`src/rtl/hrsp_pkg.sv`:
```
// Shared types and constants for the HTTP request stream parser.
package hrsp_pkg;

  // Parse phases, one-hot.
  typedef enum logic [6:0] {
    PH_METHOD   = 7'b0000001,
    PH_PATH     = 7'b0000010,
    PH_PROTOCOL = 7'b0000100,
    PH_HEADERS  = 7'b0001000,
    PH_BODY     = 7'b0010000,
    PH_DONE     = 7'b0100000,
    PH_ERROR    = 7'b1000000
  } phase_t;

  // Header value sub-phase.
  typedef enum logic [1:0] {
    VP_NAME = 2'd0,
    VP_PRE  = 2'd1,
    VP_DIG  = 2'd2,
    VP_END  = 2'd3
  } value_phase_t;

  // Byte classes.
  localparam logic [2:0] CLS_DROP     = 3'd0;
  localparam logic [2:0] CLS_METHOD   = 3'd1;
  localparam logic [2:0] CLS_PATH     = 3'd2;
  localparam logic [2:0] CLS_PROTOCOL = 3'd3;
  localparam logic [2:0] CLS_HEADER   = 3'd4;
  localparam logic [2:0] CLS_BODY     = 3'd5;

  // Register indexes on the config port.
  localparam logic [1:0] REG_METHOD_LIMIT   = 2'd0;
  localparam logic [1:0] REG_PATH_LIMIT     = 2'd1;
  localparam logic [1:0] REG_PROTOCOL_LIMIT = 2'd2;

  localparam logic [15:0] METHOD_LIMIT_RST   = 16'd16;
  localparam logic [15:0] PATH_LIMIT_RST     = 16'd1024;
  localparam logic [15:0] PROTOCOL_LIMIT_RST = 16'd16;

  localparam logic [7:0] CH_CR    = 8'h0d;
  localparam logic [7:0] CH_LF    = 8'h0a;
  localparam logic [7:0] CH_SPACE = 8'h20;
  localparam logic [7:0] CH_TAB   = 8'h09;
  localparam logic [7:0] CH_COLON = 8'h3a;
  localparam logic [7:0] CH_PLUS  = 8'h2b;
  localparam logic [7:0] CH_MINUS = 8'h2d;
  localparam logic [7:0] CH_ZERO  = 8'h30;
  localparam logic [7:0] CH_NINE  = 8'h39;

  localparam logic [3:0]  NAME_LEN = 4'd14;
  localparam logic [30:0] LEN_MAX  = 31'h7fffffff;

  // One result item.
  typedef struct packed {
    logic [7:0]  out_byte;
    logic [2:0]  byte_class;
    logic        field_end;
    logic        headers_done;
    logic        request_done;
    logic        overflow_error;
    logic [30:0] committed_length;
  } result_t;

  // Characters of "Content-Length".
  function automatic logic [7:0] name_char(input logic [3:0] pos);
    logic [7:0] c;
    case (pos)
      4'd0:    c = 8'h43; // C
      4'd1:    c = 8'h6f; // o
      4'd2:    c = 8'h6e; // n
      4'd3:    c = 8'h74; // t
      4'd4:    c = 8'h65; // e
      4'd5:    c = 8'h6e; // n
      4'd6:    c = 8'h74; // t
      4'd7:    c = 8'h2d; // -
      4'd8:    c = 8'h4c; // L
      4'd9:    c = 8'h65; // e
      4'd10:   c = 8'h6e; // n
      4'd11:   c = 8'h67; // g
      4'd12:   c = 8'h74; // t
      4'd13:   c = 8'h68; // h
      default: c = 8'h00;
    endcase
    return c;
  endfunction

endpackage

```
`src/rtl/hrsp_parse.sv`:
```
// Parser state and per-byte classification logic.
module hrsp_parse (
  input  logic             clk,
  input  logic             rst,
  input  logic             step,
  input  logic [7:0]       data_byte,
  input  logic             start_request,
  input  logic [15:0]      method_limit,
  input  logic [15:0]      path_limit,
  input  logic [15:0]      protocol_limit,
  output hrsp_pkg::result_t res
);
  import hrsp_pkg::*;

  phase_t       phase;
  logic [15:0]  field_count;
  logic         line_nonempty;
  logic [3:0]   name_match_pos;
  logic         name_still_matches;
  value_phase_t value_phase;
  logic [30:0]  pending_value;
  logic [30:0]  length_reg;
  logic [31:0]  body_count;

  phase_t       phase_next;
  logic [15:0]  field_count_next;
  logic         line_nonempty_next;
  logic [3:0]   name_match_pos_next;
  logic         name_still_matches_next;
  value_phase_t value_phase_next;
  logic [30:0]  pending_value_next;
  logic [30:0]  length_reg_next;
  logic [31:0]  body_count_next;

  always_comb begin
    logic [7:0]  b;
    logic [7:0]  endc;
    logic [15:0] lim;
    logic [16:0] need;
    logic        digit_go;
    logic [34:0] acc;
    logic [2:0]  cls;
    logic        fend;
    logic        hdone;
    logic        rdone;
    logic        oerr;

    b        = data_byte;
    cls      = CLS_DROP;
    fend     = 1'b0;
    hdone    = 1'b0;
    rdone    = 1'b0;
    oerr     = 1'b0;
    digit_go = 1'b0;
    acc      = '0;

    if (start_request) begin
      phase_next              = PH_METHOD;
      field_count_next        = '0;
      length_reg_next         = '0;
      body_count_next         = '0;
      line_nonempty_next      = 1'b0;
      name_match_pos_next     = '0;
      name_still_matches_next = 1'b1;
      value_phase_next        = VP_NAME;
      pending_value_next      = '0;
    end else begin
      phase_next              = phase;
      field_count_next        = field_count;
      length_reg_next         = length_reg;
      body_count_next         = body_count;
      line_nonempty_next      = line_nonempty;
      name_match_pos_next     = name_match_pos;
      name_still_matches_next = name_still_matches;
      value_phase_next        = value_phase;
      pending_value_next      = pending_value;
    end

    endc = (phase_next == PH_PROTOCOL) ? CH_LF : CH_SPACE;
    lim  = (phase_next == PH_METHOD) ? method_limit :
           (phase_next == PH_PATH)   ? path_limit : protocol_limit;
    need = {1'b0, field_count_next} + 17'd2;

    case (phase_next)
      PH_METHOD, PH_PATH, PH_PROTOCOL: begin
        if (b == CH_CR) begin
          cls = CLS_DROP;
        end else if (b == endc) begin
          fend             = 1'b1;
          field_count_next = '0;
          if (phase_next == PH_METHOD) begin
            cls        = CLS_METHOD;
            phase_next = PH_PATH;
          end else if (phase_next == PH_PATH) begin
            cls        = CLS_PATH;
            phase_next = PH_PROTOCOL;
          end else begin
            cls                     = CLS_PROTOCOL;
            phase_next              = PH_HEADERS;
            line_nonempty_next      = 1'b0;
            name_match_pos_next     = '0;
            name_still_matches_next = 1'b1;
            value_phase_next        = VP_NAME;
            pending_value_next      = '0;
          end
        end else if (need > {1'b0, lim}) begin
          phase_next = PH_ERROR;
          oerr       = 1'b1;
        end else begin
          cls = (phase_next == PH_METHOD) ? CLS_METHOD :
                (phase_next == PH_PATH)   ? CLS_PATH : CLS_PROTOCOL;
          field_count_next = field_count_next + 16'd1;
        end
      end
      PH_HEADERS: begin
        if (b == CH_CR) begin
          cls = CLS_DROP;
        end else if (b == CH_LF) begin
          cls = CLS_HEADER;
          if (!line_nonempty_next) begin
            hdone           = 1'b1;
            body_count_next = '0;
            if (length_reg_next == '0) begin
              rdone      = 1'b1;
              phase_next = PH_DONE;
            end else begin
              phase_next = PH_BODY;
            end
          end else begin
            if (value_phase_next != VP_NAME && name_still_matches_next)
              length_reg_next = pending_value_next;
            line_nonempty_next      = 1'b0;
            name_match_pos_next     = '0;
            name_still_matches_next = 1'b1;
            value_phase_next        = VP_NAME;
            pending_value_next      = '0;
          end
        end else begin
          cls                = CLS_HEADER;
          line_nonempty_next = 1'b1;
          if (value_phase_next == VP_NAME) begin
            if (b == CH_COLON) begin
              if (name_still_matches_next && name_match_pos_next == NAME_LEN) begin
                value_phase_next = VP_PRE;
              end else begin
                name_still_matches_next = 1'b0;
                value_phase_next        = VP_END;
              end
            end else if (name_match_pos_next < NAME_LEN &&
                         b == name_char(name_match_pos_next)) begin
              name_match_pos_next = name_match_pos_next + 4'd1;
            end else begin
              name_still_matches_next = 1'b0;
            end
          end else begin
            if (value_phase_next == VP_PRE) begin
              if (b == CH_SPACE || b == CH_TAB) begin
                value_phase_next = VP_PRE;
              end else if (b == CH_PLUS) begin
                value_phase_next = VP_DIG;
              end else if (b == CH_MINUS) begin
                pending_value_next = '0;
                value_phase_next   = VP_END;
              end else begin
                value_phase_next = VP_DIG;
                digit_go         = 1'b1;
              end
            end else if (value_phase_next == VP_DIG) begin
              digit_go = 1'b1;
            end
            if (digit_go) begin
              if (b >= CH_ZERO && b <= CH_NINE) begin
                // value * 10 + digit, saturating at 2^31-1
                acc = ({4'b0, pending_value_next} << 3) + ({4'b0, pending_value_next} << 1)
                      + {27'b0, b - CH_ZERO};
                pending_value_next = (acc > {4'b0, LEN_MAX}) ? LEN_MAX : acc[30:0];
              end else begin
                value_phase_next = VP_END;
              end
            end
          end
        end
      end
      PH_BODY: begin
        cls = CLS_BODY;
        if (body_count_next != 32'hffffffff)
          body_count_next = body_count_next + 32'd1;
        if (body_count_next >= {1'b0, length_reg_next}) begin
          rdone      = 1'b1;
          phase_next = PH_DONE;
        end
      end
      PH_DONE: begin
        rdone = 1'b1;
      end
      default: begin
        phase_next = PH_ERROR;
        oerr       = 1'b1;
      end
    endcase

    res.out_byte         = b;
    res.byte_class       = cls;
    res.field_end        = fend;
    res.headers_done     = hdone;
    res.request_done     = rdone;
    res.overflow_error   = oerr;
    res.committed_length = length_reg_next;
  end

  always_ff @(posedge clk) begin
    if (rst) begin
      phase              <= PH_METHOD;
      field_count        <= '0;
      line_nonempty      <= 1'b0;
      name_match_pos     <= '0;
      name_still_matches <= 1'b1;
      value_phase        <= VP_NAME;
      pending_value      <= '0;
      length_reg         <= '0;
      body_count         <= '0;
    end else if (step) begin
      phase              <= phase_next;
      field_count        <= field_count_next;
      line_nonempty      <= line_nonempty_next;
      name_match_pos     <= name_match_pos_next;
      name_still_matches <= name_still_matches_next;
      value_phase        <= value_phase_next;
      pending_value      <= pending_value_next;
      length_reg         <= length_reg_next;
      body_count         <= body_count_next;
    end
  end

endmodule

```
`src/rtl/http_request_stream_parser.sv`:
```
// HTTP request stream parser: takes one request byte per cycle unless stalled, and labels it.
// Each accepted byte is classified in the cycle it is accepted and its result is registered
// into the output register, or into the skid register while the output holds a stalled result;
// the two-entry output stage (output register plus skid register) thus lets a byte be taken
// while the previous result is still stalled, and in_stall rises only once both entries are
// full. The user must write field limits on the cfg port while the block is idle; the block does not enforce it.
module http_request_stream_parser (
  input  logic        clk,
  input  logic        rst,
  input  logic        in_valid,
  output logic        in_stall,
  input  logic [7:0]  data_byte,
  input  logic        start_request,
  output logic        out_valid,
  input  logic        out_stall,
  output logic [7:0]  out_byte,
  output logic [2:0]  byte_class,
  output logic        field_end,
  output logic        headers_done,
  output logic        request_done,
  output logic        overflow_error,
  output logic [30:0] committed_length,
  input  logic        cfg_we,
  input  logic [1:0]  cfg_index,
  input  logic [15:0] cfg_data
);
  import hrsp_pkg::*;

  logic [15:0] method_limit;
  logic [15:0] path_limit;
  logic [15:0] protocol_limit;

  logic        accept;
  logic        take;
  result_t     new_res;
  result_t     out_res;
  result_t     skid_res;
  logic        skid_valid;

  assign in_stall = skid_valid;
  assign accept   = in_valid && !skid_valid;
  assign take     = out_valid && !out_stall;

  always_ff @(posedge clk) begin
    if (rst) begin
      method_limit   <= METHOD_LIMIT_RST;
      path_limit     <= PATH_LIMIT_RST;
      protocol_limit <= PROTOCOL_LIMIT_RST;
    end else if (cfg_we) begin
      case (cfg_index)
        REG_METHOD_LIMIT:   method_limit   <= cfg_data;
        REG_PATH_LIMIT:     path_limit     <= cfg_data;
        REG_PROTOCOL_LIMIT: protocol_limit <= cfg_data;
        default: ;
      endcase
    end
  end

  hrsp_parse u_parse (
    .clk            (clk),
    .rst            (rst),
    .step           (accept),
    .data_byte      (data_byte),
    .start_request  (start_request),
    .method_limit   (method_limit),
    .path_limit     (path_limit),
    .protocol_limit (protocol_limit),
    .res            (new_res)
  );

  // Control for the output register and skid register.
  always_ff @(posedge clk) begin
    if (rst) begin
      out_valid  <= 1'b0;
      skid_valid <= 1'b0;
    end else if (take) begin
      if (skid_valid) begin
        skid_valid <= 1'b0;
      end else begin
        out_valid <= accept;
      end
    end else if (accept) begin
      if (!out_valid) out_valid <= 1'b1;
      else skid_valid <= 1'b1;
    end
  end

  // Payload: no reset needed.
  always_ff @(posedge clk) begin
    if (take) begin
      if (skid_valid) out_res <= skid_res;
      else if (accept) out_res <= new_res;
    end else if (accept) begin
      if (!out_valid) out_res <= new_res;
      else skid_res <= new_res;
    end
  end

  assign out_byte         = out_res.out_byte;
  assign byte_class       = out_res.byte_class;
  assign field_end        = out_res.field_end;
  assign headers_done     = out_res.headers_done;
  assign request_done     = out_res.request_done;
  assign overflow_error   = out_res.overflow_error;
  assign committed_length = out_res.committed_length;

endmodule

```
`config.mk`:
```
export PLATFORM = sky130hd
export DESIGN_NAME = http_request_stream_parser
export DESIGN_NICKNAME = d
export VERILOG_FILES = /design/src/rtl/hrsp_pkg.sv /design/src/rtl/hrsp_parse.sv /design/src/rtl/http_request_stream_parser.sv
export SDC_FILE = /design/constraint.sdc
export NUM_CORES = 1
export LEC_CHECK = 0
export BUFFER_PORTS_ARGS = -buffer_cell sky130_fd_sc_hd__buf_2
export CAP_MARGIN = 25
export CORE_MARGIN = 8
export CORE_UTILIZATION = 55
export CTS_BUF_LIST = sky130_fd_sc_hd__clkbuf_16
export CTS_CLUSTER_SIZE = 10
export DETAILED_ROUTE_END_ITERATION = 8
export PLACE_DENSITY = 0.74
export SYNTH_ARGS = -nofsm -noshare
export SYNTH_HDL_FRONTEND = slang
export SYNTH_SLANG_ARGS = --single-unit
```
`constraint.sdc`:
```
create_clock -name clk -period 12.18 [get_ports clk]
set_clock_uncertainty 0.2 [all_clocks]
set_input_delay 2.436 -clock clk [delete_from_list [all_inputs] [get_ports clk]]
set_output_delay 2.436 -clock clk [all_outputs]
set_load 0.05 [all_outputs]
```
After elaboration in Yosys (flattened, before gate mapping)

Memories as Yosys holds them, arrays and structs flattened.
Index checks and enable logic that the tools add are counted.

Bitwise operators: 1
Add/subtract/negate cells: 7
Muxes and demuxes: 151
Reductions and logical operators: 25
Equal/unequal tests: 23
$lt $le $gt $ge: 6

Operator list:

| cell                                                                               | number |
|---|---|
| 31-bit 2-to-1 mux                                                                  | 26 |
| 46-bit 2-to-1 mux                                                                  | 5 |
| 32-bit 2-to-1 mux                                                                  | 6 |
| 16-bit 2-to-1 mux                                                                  | 7 |
| 32-bit one-hot mux with 2 select lines                                             | 1 |
| 7-bit 2-to-1 mux                                                                   | 9 |
| 31-bit one-hot mux with 2 select lines                                             | 1 |
| 1-bit 2-to-1 mux                                                                   | 48 |
| 4-bit 2-to-1 mux                                                                   | 12 |
| 8-bit 2-to-1 mux                                                                   | 5 |
| 34-bit by 32-bit adder with 35-bit output                                          | 1 |
| 35-bit by 8-bit adder with 35-bit output                                           | 1 |
| 35-bit by 31-bit greater-than comparator with 1-bit output (second input constant) | 1 |
| 2-bit 2-to-1 mux                                                                   | 17 |
| 32-bit by 1-bit adder with 32-bit output (second input constant)                   | 1 |
| 8-bit by 6-bit == test with 1-bit output (second input constant)                   | 4 |
| 32-bit by 31-bit greater-or-equal comparator with 1-bit output                     | 1 |
| 32-bit != test (second input constant)                                             | 1 |
| 31-bit zero test                                                                   | 1 |
| 7-bit one-hot mux with 4 select lines                                              | 1 |
| 8-bit by 4-bit == test with 1-bit output (second input constant)                   | 3 |
| 16-bit by 2-bit adder with 17-bit output (second input constant)                   | 1 |
| 17-bit by 16-bit greater-than comparator with 1-bit output                         | 1 |
| 16-bit by 1-bit adder with 16-bit output (second input constant)                   | 1 |
| other kinds (34)                                                                   | 58 |

Bits in read-only memories: 112
Register bits: 267
Logic and storage cells: 242
Memories kept: 1

Memory list:

| name            | depth | bits a word | rd ports | clocked after Yosys merged registers in | wr ports | RTL line       | source |
|---|---|---|---|---|---|---|---|
| (no name shown) | 16    | 7           | 1        | 0                                       | 0        | hrsp_pkg.sv:67 | `case (pos)` |

Depth between registers and ports, before layout

Depth after elaboration: 19
Gate-level depth with buffers: 25
Mapped depth without buffers: 20

Modules after synthesis

A second synthesis with hierarchy kept.

Cell total of the unflattened synthesis: 2019
Area, all modules: 17573.1 um^2

Modules (own cells, without submodules):

| module                     | times used | area an instance (um^2) | cells an instance |
|---|---|---|---|
| hrsp_parse                 | 1          | 12189.2                 | 1682 |
| http_request_stream_parser | 1          | 5383.9                  | 337 |

Least setup slack after synthesis

No wires, ideal clock.

Kind: input to register
Start point: in start_request
End point: reg out_res, in the netlist request_done, data pin
Data arrival time: 7.600 ns
Buffers on the path: 5
Path slack: 4.113 ns
Stages on the path: 25
Library setup time: 0.267 ns
Required time: 11.713 ns
Path through: buf_2 -> buf_2 -> buf_6 -> clkbuf_1 -> clkbuf_1 -> nor2b_1 -> ha_1 -> nand4b_1 -> or4_1 -> or4_4 -> and4b_4 -> and2_4 -> and3_4 -> xnor2_1 -> nor2_1 -> ha_1 -> a21o_1 -> a21o_1 -> a21oi_1 -> o21ai_0 -> or4b_2 -> a21oi_1 -> o31ai_1 -> a21oi_2 -> a21oi_1

Cells in the longest elaborated chain, start to end: 10
Elaborated cells between the ends (all ways): 24
Classes of those cells: add/sub: 1; order compare: 1; eq/ne: 4; mux: 17; reduce/logical: 1

Ends and longest elaborated chain:

| element                                                                                            | RTL line                                                           | source |
|---|---|---|
| start: declaration                                                                                 | http_request_stream_parser.sv:13                                   | `input logic start_request,` |
| 32-bit 2-to-1 mux or 31-bit 2-to-1 mux (tied branches)                                             | hrsp_parse.sv:57                                                   | `if (start_request) begin` |
| 32-bit by 1-bit adder with 32-bit output, or another cell as far along                             | hrsp_parse.sv:187                                                  | `body_count_next = body_count_next + 32'd1;` |
| 32-bit 2-to-1 mux or 1-bit 2-to-1 mux (tied branches)                                              | hrsp_parse.sv:186, hrsp_parse.sv:123                               |  |
| 32-bit 2-to-1 mux or 1-bit 2-to-1 mux (tied branches)                                              | hrsp_parse.sv:84, hrsp_parse.sv:120                                |  |
| 32-bit by 31-bit greater-or-equal comparator with 1-bit output or 1-bit 2-to-1 mux (tied branches) | hrsp_parse.sv:188, hrsp_parse.sv:118                               |  |
| 1-bit 2-to-1 mux (on tied branches)                                                                | hrsp_parse.sv:188, hrsp_parse.sv:116                               |  |
| 1-bit one-hot mux with 3 select lines (*)                                                          | hrsp_parse.sv:84                                                   | `case (phase_next)` |
| 46-bit 2-to-1 mux (on tied branches)                                                               | http_request_stream_parser.sv:94, http_request_stream_parser.sv:92 |  |
| 46-bit 2-to-1 mux (on tied branches)                                                               | http_request_stream_parser.sv:93, http_request_stream_parser.sv:91 |  |
| 46-bit 2-to-1 mux (*)                                                                              | http_request_stream_parser.sv:90                                   | `if (take) begin` |
| end signal: assignment                                                                             | http_request_stream_parser.sv:91                                   | `if (skid_valid) out_res <= skid_res;` |
| end signal: assignment                                                                             | http_request_stream_parser.sv:92                                   | `else if (accept) out_res <= new_res;` |
| end signal: assignment                                                                             | http_request_stream_parser.sv:94                                   | `if (!out_valid) out_res <= new_res;` |
| end: declaration                                                                                   | http_request_stream_parser.sv:36                                   | `result_t out_res;` |

Every way passes the cells marked *; elsewhere a longest branch is shown, timed or not. The select of a mux whose other input is x is not followed.
A chain may end at the register's enable or synchronous reset.

Worst setup path in the final report

Start point: in start_request
End point: reg u_parse.pending_value[28]

Cells in the longest elaborated chain, start to end: 19
Elaborated cells between the ends (all ways): 43
Classes of those cells: add/sub: 2; order compare: 1; eq/ne: 7; mux: 31; reduce/logical: 2

Ends and longest elaborated chain:

| element                                                    | RTL line          | source |
|---|---|---|
| 31-bit 2-to-1 mux                                          | hrsp_parse.sv:57  |  |
| 31-bit 2-to-1 mux                                          | hrsp_parse.sv:161 | `end else if (b == CH_MINUS) begin` |
| 31-bit 2-to-1 mux                                          | hrsp_parse.sv:159 | `end else if (b == CH_PLUS) begin` |
| 31-bit 2-to-1 mux                                          | hrsp_parse.sv:157 | `if (b == CH_SPACE \|\| b == CH_TAB) begin` |
| 31-bit 2-to-1 mux                                          | hrsp_parse.sv:156 | `if (value_phase_next == VP_PRE) begin` |
| 31-bit 2-to-1 mux                                          | hrsp_parse.sv:141 | `if (value_phase_next == VP_NAME) begin` |
| 31-bit 2-to-1 mux                                          | hrsp_parse.sv:118 | `end else if (b == CH_LF) begin` |
| 31-bit 2-to-1 mux                                          | hrsp_parse.sv:116 | `if (b == CH_CR) begin` |
| [3 not listed]                                             | n/a               |  |
| 35-bit by 31-bit greater-than comparator with 1-bit output | hrsp_parse.sv:176 | `pending_value_next = (acc > {4'b0, LEN_MAX}) ? LEN_MAX : acc[30:0];` |
| 31-bit 2-to-1 mux                                          | hrsp_parse.sv:176 |  |
| 31-bit 2-to-1 mux                                          | hrsp_parse.sv:172 | `if (b >= CH_ZERO && b <= CH_NINE) begin` |
| 31-bit 2-to-1 mux                                          | hrsp_parse.sv:171 | `if (digit_go) begin` |
| 31-bit 2-to-1 mux                                          | hrsp_parse.sv:141 |  |
| 31-bit 2-to-1 mux                                          | hrsp_parse.sv:118 |  |
| 31-bit 2-to-1 mux                                          | hrsp_parse.sv:116 |  |
| 31-bit one-hot mux with 2 select lines (*)                 | hrsp_parse.sv:84  |  |
| end signal: assignment                                     | hrsp_parse.sv:229 | `pending_value <= pending_value_next;` |
| end: declaration                                           | hrsp_parse.sv:21  | `logic [30:0] pending_value;` |

Marks and branches as above.

==> flow_summary.ini <==
[status]
status = finished clean

[yosys]
synth_top_flop_cell = dfxtp_1
postSynthNetCount = 2303
syn_area_sq_um = 17400
synth_top_area_frac = 0.201
ys_warn_count = 0
synth.distinct_cells = 94
synthArstFlopShare = 0
synthTopCellsByArea = dfxtp_1 (20%), edfxtp_1 (16%), ha_1 (8.5%)
synth_sequential_area_ratio = 0.360
synth_seq_cells = 267
synth.avg_cell_area_sq_um = 8.09
synthCells = 2151
synth_edf_count = 92
yosysTopAreaCell = dfxtp_1

[worst_setup_path]
path_max_fanout = 44
cp-start-kind = input port
critical_path_arrival_ns = 8.08
cp.required_ns = 12.44
cp-end-kind = flop
crit_type = input port to flop

[global_routing]
grt_pass1_wl_um = 81800
globalRouteTotalUtil = 0.262
grt_max_degree = 70
grt_pass1_vias = 15200
grt_overflow = 0
antenna_found_initial = 0

[sta]
fin_tns_setup_ns = 0
rsz0062_at_grt = no
tightest_slew_ns = 1.03
setup_violations = 0
slew_headroom = 0.307
period_share = 0.642
fin_crit_ns = 7.82
whs_ns = 0.249
maxSlewViolCount = 0
hold_viol_final = 0
max_freq_mhz = 128

[clock_network]
htreeDepth = 1
cts_tree = done
cts_buffers = 31
root_buffer = clkbuf_16
cts_resized = 0
post-cts-setup-buffer-count = 0
clk_latency_ns = 0.57
postCtsHoldBufs = 0
clock-sinks = 267
cts_max_path_buffers = 3
clk_pin_slew_ns = 0.05

[drt]
routed_wl_um = 51700
firstDrtPassIters = 7
postRouteAntennaNets = 0
vias = 16300
wl_per_cell_um = 20.1
drtIter0Drc = 1508
drc = 0
avgViaCountPerCell = 6.32

[final_layout]
n_antenna_cell = 0
syn_to_final_growth_pct = 8.42
nets = 2306
multi_input_area_sq_um = 10400
ff_latch_area_sq_um = 6270
regMostFlops = skid_res
largest_reg_flops = 46
layout-drive-gt1-share = 0.0841
layout.cells.non_filler = 2578
fillers = 2774
largest_registers = skid_res x46, u_parse.body_count x32

[power]
p_total_w = 0.00203
power_density_nw_per_um2 = 108
vdd_drop_max_mv = 0.122
power.leakage_nw = 7.73

[die]
die_w_um = 194
fp.dieH_um = 194
rows = 65
start_util = 0.554
core_sq_um = 31400
design.die.area_sq_um = 37600
io_pins = 80

[placement]
place_hpwl_um = 37000
gp_congestion = 0.933
io_buffer_count = 79
dp_cells = 2521

[min_path]
min_path_type = flop to flop

[job]
maxCapViolations = 0
==> area by class of cell <==
class | count | share of cell area
multi-input cells | 1689 | 0.550
flip-flops and latches | 267 | 0.332
clock buffers | 31 | 0.0411
repair buffers | 103 | 0.0326
well taps | 402 | 0.0267
inverters | 62 | 0.0123
clock inverters | 24 | 0.00511
==> cells by family after synthesis <==
group           after synthesis  synth area share
simple gates                881             0.245
xor+xnor                     74            0.0372
fa+ha+maj                   120            0.0871
buf+inv                     195            0.0462
compound gates              604             0.218
flops                       267             0.360
mux                          10           0.00618
==> Yosys cell counts (all sizes together) (15+ instances only) <==
master    n
nand2   301
nor2    229
a21oi   228
dfxtp   175
ha      118
o21ai   107
clkbuf  106
edfxtp   92
inv      62
nor2b    59
xnor2    52
nand3    42
a211oi   39
nor3     37
and2     33
nand4    33
o211ai   31
buf      27
a21o     26
or3      25
a31oi    24
and3     24
nand2b   24
xor2     22
a22oi    21
a221oi   18
o31ai    15
==> critical path, cell delays in order <==
cell and delay, ns:
buf_2 0.43, buf_4 0.56, nor3b_1 0.13, and4_1 0.40, nor2_1 0.15, buf_4 0.31, and2_1 0.19, ha_1 0.14
ha_1 0.18, inv_1 0.06, fa_1 0.39, nand2b_1 0.18, a21oi_1 0.36, o2111ai_1 0.21, a21oi_1 0.25, o211ai_1 0.16
or4_1 0.58, o2111ai_2 0.11, buf_4 0.37, a21oi_1 0.16, o311ai_1 0.29
==> power breakdown <==
group,total (W),switching (W),internal (W)
Clock,0.000817,0.000364,0.000453
Combinational,0.000246,0.000180,0.0000658
Sequential,0.000972,0.0000162,0.000955
==> worst paths after layout <==
check                        start                   endpoint  slack, ns  cells past startpoint
hold / removal     method_limit[5]            method_limit[5]       0.25                      2
hold reg to reg    method_limit[5]            method_limit[5]       0.25                      2
setup reg to reg  u_parse.phase[3]     u_parse.field_count[3]       6.06                     15
setup / recovery     start_request  u_parse.pending_value[28]       4.36                     21
==> placed cells by master, fill, tap and decap left out, types with 32 or more instances in the layout <==
cell	netlist	layout
nand3_1	41	41
buf_2	12	78
nor2_1	228	227
nor2b_1	59	58
nand2_1	301	300
a21oi_1	226	225
ha_1	118	118
a211oi_1	38	38
nor3_1	35	34
and2_1	32	32
inv_1	62	80
xnor2_1	52	52
o21ai_0	105	104
edfxtp_1	92	92
nand4_1	33	33
dfxtp_1	175	175
==> routing by layer <==
layer,vias up,GRT usage,part of all wire
li1,7763,-,-
met4,0,0.0849,0.030
met3,102,0.0389,0.089
met5,-,0,0
met2,756,0.426,0.46
met1,7667,0.353,0.42
==> through the flow <==
stage          area [sq um]  utilization  worst slack, ns
2_1_floorplan         17400            -             4.11
3_3_place_gp          17900        0.572             4.01
3_5_place_dp          18000        0.572             3.89
4_1_cts               18800        0.600             4.45
5_1_grt               18900        0.601             3.97
6_report              18900        0.601             4.36
No activity file was read; power rests on OpenSTA's default activity.
